[config.mk]
export PLATFORM = sky130hd
export DESIGN_NAME = wormhole_noc_network_interface
export DESIGN_NICKNAME = d
export VERILOG_FILES = /design/src/wnni_pkg.sv /design/src/wnni_ram.sv /design/src/wormhole_noc_network_interface.sv
export SDC_FILE = /design/constraint.sdc
export NUM_CORES = 2
export LEC_CHECK = 0
export ABC_AREA = 1
export BUFFER_PORTS_ARGS = -buffer_cell sky130_fd_sc_hd__buf_2
export CAP_MARGIN = 20
export CORE_MARGIN = 4
export CORE_UTILIZATION = 30
export CTS_CLUSTER_DIAMETER = 150
export DETAILED_ROUTE_END_ITERATION = 16
export GPL_ROUTABILITY_DRIVEN = 0
export PLACE_DENSITY = 0.53
export SLEW_MARGIN = 20
export SYNTH_ARGS = -nofsm -noshare
export SYNTH_HDL_FRONTEND = slang
export SYNTH_MEMORY_MAX_BITS = 65536
export SYNTH_SLANG_ARGS = --single-unit
[constraint.sdc]
create_clock -name clock -period 12.3 [get_ports clock]
set_clock_uncertainty 0.05 [all_clocks]
set_input_delay 0.615 -clock clock [delete_from_list [all_inputs] [get_ports clock]]
set_output_delay 0.615 -clock clock [all_outputs]
set_load 0.005 [all_outputs]
[src/wnni_pkg.sv]
// shared types and constants for the wormhole network interface
package wnni_pkg;

   localparam int INJECT_DEPTH     = 64;
   localparam int ASSEMBLY_ENTRIES = 4;
   localparam int DELIVERY_DEPTH   = 32;
   localparam int FLIT_BITS        = 32;
   localparam int INJ_AW = (INJECT_DEPTH > 1) ? $clog2(INJECT_DEPTH) : 1;
   localparam int DLV_AW = (DELIVERY_DEPTH > 1) ? $clog2(DELIVERY_DEPTH) : 1;
   localparam int ASM_IW = (ASSEMBLY_ENTRIES > 1) ? $clog2(ASSEMBLY_ENTRIES) : 1;
   localparam int INJ_CW = $clog2(INJECT_DEPTH + 1);
   localparam int DLV_CW = $clog2(DELIVERY_DEPTH + 1);
   localparam int FLIT_SH = $clog2(FLIT_BITS);

   localparam logic [2:0] MODE_SEND   = 3'd0;
   localparam logic [2:0] MODE_TICK   = 3'd1;
   localparam logic [2:0] MODE_CREDIT = 3'd2;
   localparam logic [2:0] MODE_FLIT   = 3'd3;
   localparam logic [2:0] MODE_POP    = 3'd4;

   localparam logic [2:0] KIND_SEND  = 3'd0;
   localparam logic [2:0] KIND_FLIT  = 3'd1;
   localparam logic [2:0] KIND_CRED  = 3'd2;
   localparam logic [2:0] KIND_DLV   = 3'd3;
   localparam logic [2:0] KIND_EMPTY = 3'd4;
   localparam logic [2:0] KIND_ERR   = 3'd5;

   localparam logic [2:0] ERR_DEST     = 3'd1;
   localparam logic [2:0] ERR_CREDIT   = 3'd2;
   localparam logic [2:0] ERR_MISROUTE = 3'd3;
   localparam logic [2:0] ERR_EJECT    = 3'd4;
   localparam logic [2:0] ERR_HEAD     = 3'd5;
   localparam logic [2:0] ERR_ORPHAN   = 3'd6;
   localparam logic [2:0] ERR_OCCUPY   = 3'd7;

   localparam logic [2:0] REG_ENDPOINT = 3'd0;
   localparam logic [2:0] REG_NETSIZE  = 3'd1;
   localparam logic [2:0] REG_FPC      = 3'd2;
   localparam logic [2:0] REG_RBUF     = 3'd3;
   localparam logic [2:0] REG_IBUF     = 3'd4;
   localparam logic [2:0] REG_ENABLE   = 3'd5;

   typedef struct packed {
      logic [2:0]  mode;
      logic [8:0]  dest_node;
      logic [11:0] size_bits;
      logic [1:0]  virtual_net;
      logic [6:0]  credit_count;
      logic [15:0] arrive_packet_id;
      logic [7:0]  arrive_dest;
      logic        arrive_head;
      logic        arrive_tail;
      logic [6:0]  arrive_flit_total;
      logic [15:0] packet_tag;
   } req_type;

   typedef struct packed {
      logic [2:0]  kind;
      logic        accepted;
      logic [15:0] out_packet_id;
      logic [7:0]  out_source;
      logic [7:0]  out_dest;
      logic [5:0]  out_flit_index;
      logic [6:0]  out_flit_total;
      logic [15:0] out_tag;
      logic [6:0]  credit_return;
      logic [2:0]  error_code;
      logic        last;
   } rsp_type;

   // injection queue entry: pid, dest, index, total, tag
   typedef struct packed {
      logic [15:0] pid;
      logic [7:0]  dest;
      logic [5:0]  index;
      logic [6:0]  total;
      logic [15:0] tag;
   } inj_type;

   typedef struct packed {
      logic [15:0] tag;
      logic [6:0]  flits;
   } dlv_type;

endpackage

[src/wnni_ram.sv]
// generic single-port-write, registered-read ram
module wnni_ram #(
   parameter int WIDTH = 8,
   parameter int DEPTH = 16,
   parameter int AW = (DEPTH > 1) ? $clog2(DEPTH) : 1
) (
   input  logic             clock,
   input  logic             wr_en,
   input  logic [AW-1:0]    wr_addr,
   input  logic [WIDTH-1:0] wr_data,
   input  logic [AW-1:0]    rd_addr,
   output logic [WIDTH-1:0] rd_data
);
   logic [WIDTH-1:0] mem [DEPTH];

   always_ff @(posedge clock) begin
      if (wr_en) begin
         mem[wr_addr] <= wr_data;
      end
      rd_data <= mem[rd_addr];
   end
endmodule

[src/wormhole_noc_network_interface.sv]
// top level of the credit-based wormhole network interface
// Network interface for a wormhole network-on-chip with credit flow control. Send, tick,
// credit, flit and pop items enter on the req channel one at a time. Each item gives zero
// to eight results on the rsp channel, and the last result of an item is marked.
// An accepted send writes its flits into the injection memory (up to 64). A tick sends
// up to 8 flits, each read from the injection memory ahead of time.
// A pop reads the delivery memory, then gives the credit result, then the delivery
// result, or an occupancy error; an empty pop gives an empty result. Credit and flit
// items give no result, or one when they report an error. All results leave through
// one output register. While a result is stalled, the next item is accepted but waits
// before it runs, and a tick pauses between flits. No clearing pass is needed after
// reset, since only memory entries that were written are ever read.
module wormhole_noc_network_interface
   import wnni_pkg::*;
(
   input  logic        clock,
   input  logic        reset,
   input  logic        req_valid,
   output logic        req_stall,
   input  req_type     req_data,
   output logic        rsp_valid,
   input  logic        rsp_stall,
   output rsp_type     rsp_data,
   input  logic        csr_write,
   input  logic [2:0]  csr_index,
   input  logic [8:0]  csr_data
);

   typedef enum logic [5:0] {
      ST_IDLE = 6'b000001,
      ST_EXEC = 6'b000010,
      ST_FILL = 6'b000100,
      ST_TICK = 6'b001000,
      ST_POP  = 6'b010000,
      ST_OUT  = 6'b100000
   } state_type;

   state_type state_ff, state_in, ret_ff, ret_in;
   req_type   item_ff, item_in;

   logic [7:0] endpoint_ff, endpoint_in;
   logic [8:0] netsize_ff, netsize_in;
   logic [3:0] fpc_ff, fpc_in;
   logic [6:0] rbuf_ff, rbuf_in;
   logic [6:0] ibuf_ff, ibuf_in;
   logic       enable_ff, enable_in;

   logic [INJ_AW-1:0] ihead_ff, ihead_in;
   logic [INJ_CW-1:0] ifill_ff, ifill_in;
   logic [6:0]        rcred_ff, rcred_in;
   logic [15:0]       pnum_ff, pnum_in;
   logic [6:0]        efill_ff, efill_in;
   logic [DLV_AW-1:0] dhead_ff, dhead_in;
   logic [DLV_CW-1:0] dfill_ff, dfill_in;

   logic [ASSEMBLY_ENTRIES-1:0] av_ff, av_in;
   logic [15:0] apid_ff [ASSEMBLY_ENTRIES];
   logic [15:0] atag_ff [ASSEMBLY_ENTRIES];
   logic        awr;
   logic [ASM_IW-1:0] awr_idx;

   logic [6:0] count_ff, count_in;
   logic [6:0] idx_ff, idx_in;
   logic [3:0] sent_ff, sent_in;

   logic    rsp_valid_ff, rsp_valid_in;
   rsp_type rsp_ff, rsp_in;

   logic              iwr;
   logic [INJ_AW-1:0] iwaddr, iraddr;
   inj_type           iwdata, irdata;
   logic              dwr;
   logic [DLV_AW-1:0] dwaddr;
   dlv_type           dwdata, drdata;

   wnni_ram #(.WIDTH($bits(inj_type)), .DEPTH(INJECT_DEPTH)) u_inj (
      .clock(clock), .wr_en(iwr), .wr_addr(iwaddr), .wr_data(iwdata),
      .rd_addr(iraddr), .rd_data(irdata));

   wnni_ram #(.WIDTH($bits(dlv_type)), .DEPTH(DELIVERY_DEPTH)) u_dlv (
      .clock(clock), .wr_en(dwr), .wr_addr(dwaddr), .wr_data(dwdata),
      .rd_addr(dhead_ff), .rd_data(drdata));

   logic out_free;
   assign out_free  = !rsp_valid_ff || !rsp_stall;
   assign req_stall = (state_ff != ST_IDLE);
   assign rsp_valid = rsp_valid_ff;
   assign rsp_data  = rsp_ff;

   // assembly lookup
   logic found, freeok;
   logic [ASM_IW-1:0] found_idx, free_idx;
   always_comb begin
      found = 1'b0; freeok = 1'b0;
      found_idx = '0; free_idx = '0;
      for (int i = 0; i < ASSEMBLY_ENTRIES; i++) begin
         if (av_ff[i] && apid_ff[i] == item_ff.arrive_packet_id) begin
            if (!found) begin
               found = 1'b1; found_idx = ASM_IW'(i);
            end
         end else if (!av_ff[i] && !freeok) begin
            freeok = 1'b1; free_idx = ASM_IW'(i);
         end
      end
   end

   logic [7:0]  nflits;
   logic [7:0]  cap;
   logic [7:0]  need;
   logic [3:0]  lim;
   logic [7:0]  csum;
   assign nflits = 8'((13'(item_ff.size_bits) + 13'(FLIT_BITS - 1)) >> FLIT_SH);
   assign cap  = (8'(ibuf_ff) < 8'(INJECT_DEPTH)) ? 8'(ibuf_ff) : 8'(INJECT_DEPTH);
   assign need = 8'(ifill_ff) + nflits;
   assign lim  = (fpc_ff > 4'd8) ? 4'd8 : fpc_ff;
   assign csum = 8'(rcred_ff) + 8'(item_ff.credit_count);

   always_comb begin
      state_in = state_ff; ret_in = ret_ff; item_in = item_ff;
      endpoint_in = endpoint_ff; netsize_in = netsize_ff; fpc_in = fpc_ff;
      rbuf_in = rbuf_ff; ibuf_in = ibuf_ff; enable_in = enable_ff;
      ihead_in = ihead_ff; ifill_in = ifill_ff; rcred_in = rcred_ff;
      pnum_in = pnum_ff; efill_in = efill_ff; dhead_in = dhead_ff;
      dfill_in = dfill_ff; av_in = av_ff; count_in = count_ff; idx_in = idx_ff;
      sent_in = sent_ff;
      awr = 1'b0; awr_idx = free_idx;
      iwr = 1'b0;
      iwaddr = INJ_AW'((INJ_CW'(ihead_ff) + ifill_ff) % INJECT_DEPTH);
      iwdata = '0; iraddr = ihead_ff;
      dwr = 1'b0;
      dwaddr = DLV_AW'((DLV_CW'(dhead_ff) + dfill_ff) % DELIVERY_DEPTH);
      dwdata = '0;
      rsp_valid_in = rsp_valid_ff && rsp_stall;
      rsp_in = rsp_ff;

      if (csr_write) begin
         case (csr_index)
            REG_ENDPOINT: endpoint_in = csr_data[7:0];
            REG_NETSIZE:  netsize_in = csr_data;
            REG_FPC:      fpc_in = csr_data[3:0];
            REG_RBUF: begin
               rbuf_in = csr_data[6:0];
               rcred_in = csr_data[6:0];
            end
            REG_IBUF:     ibuf_in = csr_data[6:0];
            REG_ENABLE:   enable_in = csr_data[0];
            default: ;
         endcase
      end

      case (state_ff)
         ST_IDLE: begin
            if (req_valid) begin
               item_in = req_data;
               state_in = ST_EXEC;
            end
         end
         ST_EXEC: begin
            // wait until the previous result has left the output register
            if (out_free) begin
               rsp_in = '0;
               rsp_in.last = 1'b1;
               ret_in = ST_IDLE;
               state_in = ST_IDLE;
               case (item_ff.mode)
                  MODE_SEND: begin
                     state_in = ST_OUT;
                     if (!enable_ff || item_ff.virtual_net != 2'd0) begin
                        rsp_in.kind = KIND_SEND;
                     end else if (item_ff.dest_node >= netsize_ff
                                  || item_ff.dest_node > 9'd255) begin
                        rsp_in.kind = KIND_ERR; rsp_in.error_code = ERR_DEST;
                     end else if (need > cap) begin
                        rsp_in.kind = KIND_SEND;
                     end else begin
                        rsp_in.kind = KIND_SEND;
                        rsp_in.accepted = 1'b1;
                        rsp_in.out_packet_id = pnum_ff;
                        count_in = nflits[6:0]; idx_in = '0;
                        if (nflits != 8'd0) begin
                           state_in = ST_FILL;
                        end else begin
                           pnum_in = pnum_ff + 16'd1;
                        end
                     end
                  end
                  MODE_TICK: begin
                     sent_in = '0;
                     if (lim != 4'd0 && rcred_ff != 7'd0 && ifill_ff != '0) begin
                        state_in = ST_TICK;
                     end
                  end
                  MODE_CREDIT: begin
                     if (csum > 8'(rbuf_ff)) begin
                        rsp_in.kind = KIND_ERR; rsp_in.error_code = ERR_CREDIT;
                        state_in = ST_OUT;
                     end else begin
                        rcred_in = csum[6:0];
                     end
                  end
                  MODE_FLIT: begin
                     rsp_in.kind = KIND_ERR;
                     state_in = ST_OUT;
                     if (item_ff.arrive_dest != endpoint_ff) begin
                        rsp_in.error_code = ERR_MISROUTE;
                     end else if (efill_ff >= rbuf_ff) begin
                        rsp_in.error_code = ERR_EJECT;
                     end else if (item_ff.arrive_head
                                  && (found || (!item_ff.arrive_tail && !freeok))) begin
                        rsp_in.error_code = ERR_HEAD;
                     end else if (item_ff.arrive_tail && !item_ff.arrive_head
                                  && !found) begin
                        rsp_in.error_code = ERR_ORPHAN;
                     end else if (item_ff.arrive_tail
                                  && dfill_ff >= DLV_CW'(DELIVERY_DEPTH)) begin
                        rsp_in.error_code = ERR_EJECT;
                     end else begin
                        state_in = ST_IDLE;
                        efill_in = efill_ff + 7'd1;
                        if (item_ff.arrive_head && !item_ff.arrive_tail) begin
                           awr = 1'b1; av_in[free_idx] = 1'b1;
                        end
                        if (item_ff.arrive_tail) begin
                           dwr = 1'b1;
                           dwdata.flits = item_ff.arrive_flit_total;
                           if (item_ff.arrive_head) begin
                              dwdata.tag = item_ff.packet_tag;
                           end else begin
                              dwdata.tag = atag_ff[found_idx];
                              av_in[found_idx] = 1'b0;
                           end
                           dfill_in = dfill_ff + DLV_CW'(1);
                        end
                     end
                  end
                  MODE_POP: begin
                     if (item_ff.virtual_net != 2'd0 || dfill_ff == '0) begin
                        rsp_in.kind = KIND_EMPTY;
                        state_in = ST_OUT;
                     end else begin
                        state_in = ST_POP;
                     end
                  end
                  default: ;
               endcase
            end
         end
         ST_FILL: begin
            iwr = 1'b1;
            iwdata.pid = pnum_ff;
            iwdata.dest = item_ff.dest_node[7:0];
            iwdata.index = idx_ff[5:0];
            iwdata.total = count_ff;
            iwdata.tag = (idx_ff == 7'd0) ? item_ff.packet_tag : 16'd0;
            ifill_in = ifill_ff + INJ_CW'(1);
            idx_in = idx_ff + 7'd1;
            if (idx_ff + 7'd1 == count_ff) begin
               pnum_in = pnum_ff + 16'd1;
               state_in = ST_OUT;
               ret_in = ST_IDLE;
            end
         end
         ST_TICK: begin
            // irdata holds entry at ihead_ff, read in the previous cycle
            if (out_free) begin
               rsp_valid_in = 1'b1;
               rsp_in = '0;
               rsp_in.kind = KIND_FLIT;
               rsp_in.out_packet_id = irdata.pid;
               rsp_in.out_source = endpoint_ff;
               rsp_in.out_dest = irdata.dest;
               rsp_in.out_flit_index = irdata.index;
               rsp_in.out_flit_total = irdata.total;
               rsp_in.out_tag = irdata.tag;
               ihead_in = INJ_AW'((INJ_CW'(ihead_ff) + INJ_CW'(1)) % INJECT_DEPTH);
               iraddr = ihead_in;
               ifill_in = ifill_ff - INJ_CW'(1);
               rcred_in = rcred_ff - 7'd1;
               sent_in = sent_ff + 4'd1;
               if (sent_ff + 4'd1 == lim || rcred_ff == 7'd1 || ifill_ff == INJ_CW'(1)) begin
                  rsp_in.last = 1'b1;
                  state_in = ST_IDLE;
               end
            end
         end
         ST_POP: begin
            rsp_in = '0;
            if (drdata.flits > efill_ff) begin
               rsp_in.kind = KIND_ERR; rsp_in.error_code = ERR_OCCUPY;
               rsp_in.last = 1'b1;
               ret_in = ST_IDLE;
            end else begin
               rsp_in.kind = KIND_CRED; rsp_in.credit_return = drdata.flits;
               efill_in = efill_ff - drdata.flits;
               dhead_in = DLV_AW'((DLV_CW'(dhead_ff) + DLV_CW'(1)) % DELIVERY_DEPTH);
               dfill_in = dfill_ff - DLV_CW'(1);
               count_in = '0;
               item_in.packet_tag = drdata.tag;
               ret_in = ST_POP;
            end
            state_in = ST_OUT;
         end
         ST_OUT: begin
            if (out_free) begin
               rsp_valid_in = 1'b1;
               if (ret_ff != ST_POP) begin
                  state_in = ST_IDLE;
               end else if (rsp_valid_ff) begin
                  // credit item taken now, follow with the delivery
                  state_in = ST_IDLE;
                  ret_in = ST_IDLE;
                  rsp_in = '0;
                  rsp_in.kind = KIND_DLV;
                  rsp_in.out_tag = item_ff.packet_tag;
                  rsp_in.last = 1'b1;
               end
            end
         end
         default: state_in = ST_IDLE;
      endcase
   end

   always_ff @(posedge clock) begin
      if (reset) begin
         state_ff <= ST_IDLE; ret_ff <= ST_IDLE;
         endpoint_ff <= '0; netsize_ff <= 9'd1; fpc_ff <= 4'd1;
         rbuf_ff <= 7'd32; ibuf_ff <= 7'd64; enable_ff <= 1'b0;
         ihead_ff <= '0; ifill_ff <= '0; rcred_ff <= 7'd32; pnum_ff <= '0;
         efill_ff <= '0; dhead_ff <= '0; dfill_ff <= '0; av_ff <= '0;
         rsp_valid_ff <= 1'b0;
      end else begin
         state_ff <= state_in; ret_ff <= ret_in;
         endpoint_ff <= endpoint_in; netsize_ff <= netsize_in; fpc_ff <= fpc_in;
         rbuf_ff <= rbuf_in; ibuf_ff <= ibuf_in; enable_ff <= enable_in;
         ihead_ff <= ihead_in; ifill_ff <= ifill_in; rcred_ff <= rcred_in;
         pnum_ff <= pnum_in; efill_ff <= efill_in; dhead_ff <= dhead_in;
         dfill_ff <= dfill_in; av_ff <= av_in;
         rsp_valid_ff <= rsp_valid_in;
      end
   end

   always_ff @(posedge clock) begin
      item_ff <= item_in; count_ff <= count_in; idx_ff <= idx_in; sent_ff <= sent_in;
      rsp_ff <= rsp_in;
      if (awr) begin
         apid_ff[awr_idx] <= item_ff.arrive_packet_id;
         atag_ff[awr_idx] <= item_ff.packet_tag;
      end
   end

`ifndef ASSERT_OFF
   a_fill_bound: assert property (@(posedge clock) disable iff (reset)
      ifill_ff <= INJ_CW'(INJECT_DEPTH))
      else $error("injection fill above depth");
   a_dlv_bound: assert property (@(posedge clock) disable iff (reset)
      dfill_ff <= DLV_CW'(DELIVERY_DEPTH))
      else $error("delivery fill above depth");
   a_tick_credit: assert property (@(posedge clock) disable iff (reset)
      state_ff == ST_TICK |-> (rcred_ff != 7'd0 && ifill_ff != '0))
      else $error("flit sent without credit or data");
   a_idle_out: assert property (@(posedge clock) disable iff (reset)
      state_ff == ST_IDLE |-> !(rsp_valid_ff && !rsp_ff.last && rsp_ff.kind != KIND_FLIT))
      else $error("partial result left at idle");
`endif

endmodule

==> out/results.txt <==
The total nets after synthesis was 15100; the worst IR drop on VDD was 139 µV. The count of non-filler cells in the finished layout was 23600. Counting flops and latches in the post-synthesis netlist gives 4611. Max-cap violations in this run came to 0.

For the pin with the worst max-slew slack, the measured transition is 1.19 ns. Summing internal, switching and leakage power gives 0.0353 W. For the number of buffers between clock root and the deepest sink, the log shows 4.

The logs give 6.82 ns for the arrival time reported for the critical path endpoint and 74.1% for the sequential cell area fraction in the yosys report. The total number of H-tree levels was 5; the remaining max-slew budget at the tightest pin was 20.4%. Clock tree synthesis selected as its root buffer the cell clkbuf_16. The start point of the worst hold path was req_valid.

The tools report the total detailed-routing wirelength as 610000 µm. TritonCTS built the clock tree. The power per cell area is 167 nW/µm².

Classification of the worst-slack hold path: in -> reg. The die extent in y was 792 µm. The clock period could shrink to 5.87 ns. Clock tree synthesis inserted a total of 467 buffers. Post-synthesis to final-layout area growth: 14.7%. Counting the fill cells in the layout gives 59700. Timing would allow up to 170 MHz.

The required arrival time at the worst endpoint came out at 13.24 ns. The first TritonRoute pass finished after 7 iterations. By instance count, the cell type seen most on the critical path is nand2_1. The Yosys step of the flow raised 0 warnings. CTS saw 4611 sinks. Measured in cells, the most critical reg-to-reg path has a length of 18. The cell with the biggest individual delay on the critical path is buf_4. The most used flip-flop cell after synthesis is edfxtp_1. In this run the critical register-to-register path is captured at u_inj.rd_data[31]. For the worst slack at placement, the log shows 6.18 ns. The fraction of final layout cells with drive strength greater than 1 was 9.18%; the final count of negative-setup-slack endpoints was 0. For this run, the total global-route usage over all layers was measured as 18.7%.

The die is 792 µm wide. The buffer count from post-CTS setup fixing is 0. The count of input and output buffers is 176, and the number of nets at the end of the flow is 15300. In this run the cell area of the synthesized design comes to 184000 µm². The mean post-synth cell area was 12.3 µm²; the detail-routed via count per cell was 5.25. The first routing iteration left 16100 violations. During I/O placement, the number of pins put on the boundary was 177.

Counting distinct cell types in the post-synthesis netlist gives 58. Number of enable flip-flop cells after synthesis: 4432. The post-detailed-placement half-perimeter wirelength was 317000 µm. The tools report the maximum number of pins on one net before global-route repair as 238. The nature of the critical path endpoint was a flop. The later pin in the worst-skew pair is clocked with a latency of 1.05 ns.

Dividing the detail-routed wire length by the instance count gives 25.8 µm. Including well taps, the total number of placed cells is 22600. Worst slack on hold paths: 0.154 ns.

The final critical path takes up 47.8% of the cycle. In this run the critical register-to-register path is launched from state_ff[4]. The signal on the critical path passes through inv_1 > nand2_1 > nor4_4 > buf_4 > nand2_2 > nand2_1 > o21ai_4 > inv_8 > buf_4 > buf_4 > o21ai_0 > o22ai_1 > nand2_1 > nand2_1 > nand2_1 > nand3_1 > nand3_1 > nand2_1.

For hold timing, the worst endpoint is item_ff[67]. The kind of start point of the critical path is a flop. For this design the static power due to leakage is 68.9 nW.

The largest incremental delay on the critical path was 0.90 ns; the global-route wire length before repair was 863000 µm. The die area is 627000 µm². In the synthesized netlist the async set-or-reset flop fraction comes to 0%. For the final routed database, the setup TNS stands at 0 ns. The hold violation count in the final report is 0, and the minimum setup slack among reg-to-reg paths is 6.43 ns. Setup repair after global routing left no endpoint under its margin. For this configuration, the core starts out at a cell density of 30.2%.

The worst hold path stage count was 3; the peak fanout along the critical path was 117. The routed layout has 124000 vias. The via count of the first global-routing pass was 116000. The final antenna-violating net count is 0, and the site row count is 287. Clock transition at the registers of the reported paths: 0.06 ns. The logs give 0 for the remaining routing DRC violations and 6.43 ns for the final worst-path setup slack. The post-synthesis cell count is 14900, and the core footprint is 612000 µm². The path type of the worst setup path was reg -> reg. The flow ran to the end, and the final reports show no timing, DRC or antenna violations. Final-report max-slew violation count: 0.

Global routing finished with a remaining overflow of 0. The number of antenna violations at the first check in global routing was 20.
## how the worst max path moves through the flow
| stage | slack (ns) | end | from | cells past startpoint |
|---|---|---|---|---|
| 2_1_floorplan | 4.66 | rsp_data[0] | state_ff[4] | 6 |
| 3_3_place_gp | 6.23 | u_inj.rd_data[43] | rsp_stall | 18 |
| 3_5_place_dp | 6.18 | u_inj.rd_data[43] | rsp_stall | 18 |
| 4_1_cts | 6.48 | u_inj.rd_data[8] | state_ff[4] | 17 |
| 5_1_grt | 6.03 | u_inj.rd_data[43] | rsp_valid | 17 |
| 6_report | 6.43 | u_inj.rd_data[31] | state_ff[4] | 18 |
## power by group
group	internal, W	total, W	switching, W
Sequential	0.0173	0.0175	0.000221
Clock	0.00777	0.0139	0.00617
Combinational	0.00111	0.00386	0.00275
## metrics by stage
stage	util, %	instance area (µm²)
finish	34.6	212000
global route	34.6	212000
CTS	34.6	212000
detailed placement	32.0	196000
global placement	31.9	195000
floorplan	-	184000
## cell usage after synthesis (21+ instances only)
cell type / count / area share [%]
edfxtp_1: 4432 / 72
nor2_1: 2446 / 5.0
nand2_1: 2248 / 4.6
o21ai_0: 1966 / 5.3
o22ai_1: 903 / 3.1
nand3_1: 522 / 1.4
clkbuf_1: 505 / 1.0
inv_1: 355 / 0.72
buf_2: 335 / 0.91
o21ai_1: 267 / 0.72
dfxtp_1: 179 / 1.9
a21oi_1: 140 / 0.38
o221ai_1: 125 / 0.59
ha_1: 76 / 0.52
nand4_1: 58 / 0.20
nor3_1: 58 / 0.16
xor2_1: 47 / 0.22
buf_1: 45 / 0.092
o211ai_1: 30 / 0.12
buf_4: 29 / 0.12
xnor2_1: 29 / 0.14
clkbuf_2: 21 / 0.057
nor4_1: 21 / 0.071
## cells in the final DEF (no fill, tap or decap), drive strengths merged, types with 6 or more instances in the layout
cell type	count
edfxtp	4432
nor2	2448
nand2	2252
o21ai	2235
o22ai	903
clkbuf	634
buf	545
nand3	522
inv	383
clkinv	191
dfxtp	179
a21oi	140
o221ai	125
dlygate4sd3	104
ha	76
nand4	58
nor3	58
xor2	47
o211ai	30
xnor2	30
bufinv	25
nor4	23
or2	10
clkinvlp	9
fa	6
## state kept, by name (all words and copies together) (netlist names), 5 cells and up
name	cells
u_dlv.mem	736
rsp_data	76
ibuf_ff	7
atag_ff	64
pnum_ff	16
dhead_ff	5
efill_ff	7
idx_ff	7
dfill_ff	6
u_dlv.rd_data	23
netsize_ff	9
endpoint_ff	8
state_ff	6
ifill_ff	7
u_inj.rd_data	53
rcred_ff	7
ihead_ff	6
u_inj.mem	3392
item_ff	82
rbuf_ff	7
apid_ff	64
count_ff	7
## worst max-delay path: cells and delay by family (launching register included)
kind,cells,cell delay [ns]
buffers and inverters,5,3.00
AND/OR/NAND/NOR,10,1.73
AO/OA/AOI/OAI,3,0.54
flip-flops,1,0.31
## logic make-up after synthesis
family | Yosys count | share of synthesized area (%)
xor+xnor | 77 | 0.370
buf+inv | 1315 | 3.01
fa+ha+maj | 82 | 0.581
simple gates | 5389 | 11.5
flops | 4611 | 74.1
compound gates | 3468 | 10.4
## routing by layer
metal,vias to the layer above,part of all wire [%],GRT usage [%]
met1,63200,42,25.6
met3,1030,7.5,2.52
met4,2,4.2,6.96
li1,54600,-,-
met5,-,0.0021,0
met2,5246,46,30.1
## layout make-up
class	count	area (µm²)	area share [%]
multi-input combinational	9016	43300	20.5
clock buffer	634	12700	6.01
sequential	4611	137000	64.6
timing repair buffer	649	5040	2.38
antenna	5	12.5	0.00591
clock inverter	235	2150	1.02
tap	8092	10100	4.79
inverter	373	1470	0.693
## what timing repair did
action	4_1_cts	5_1_grt
gates resized for setup	0	0
hold buffers	104	0
hold endpoints to repair	123	0
No activity file was read; power rests on OpenSTA's default activity.
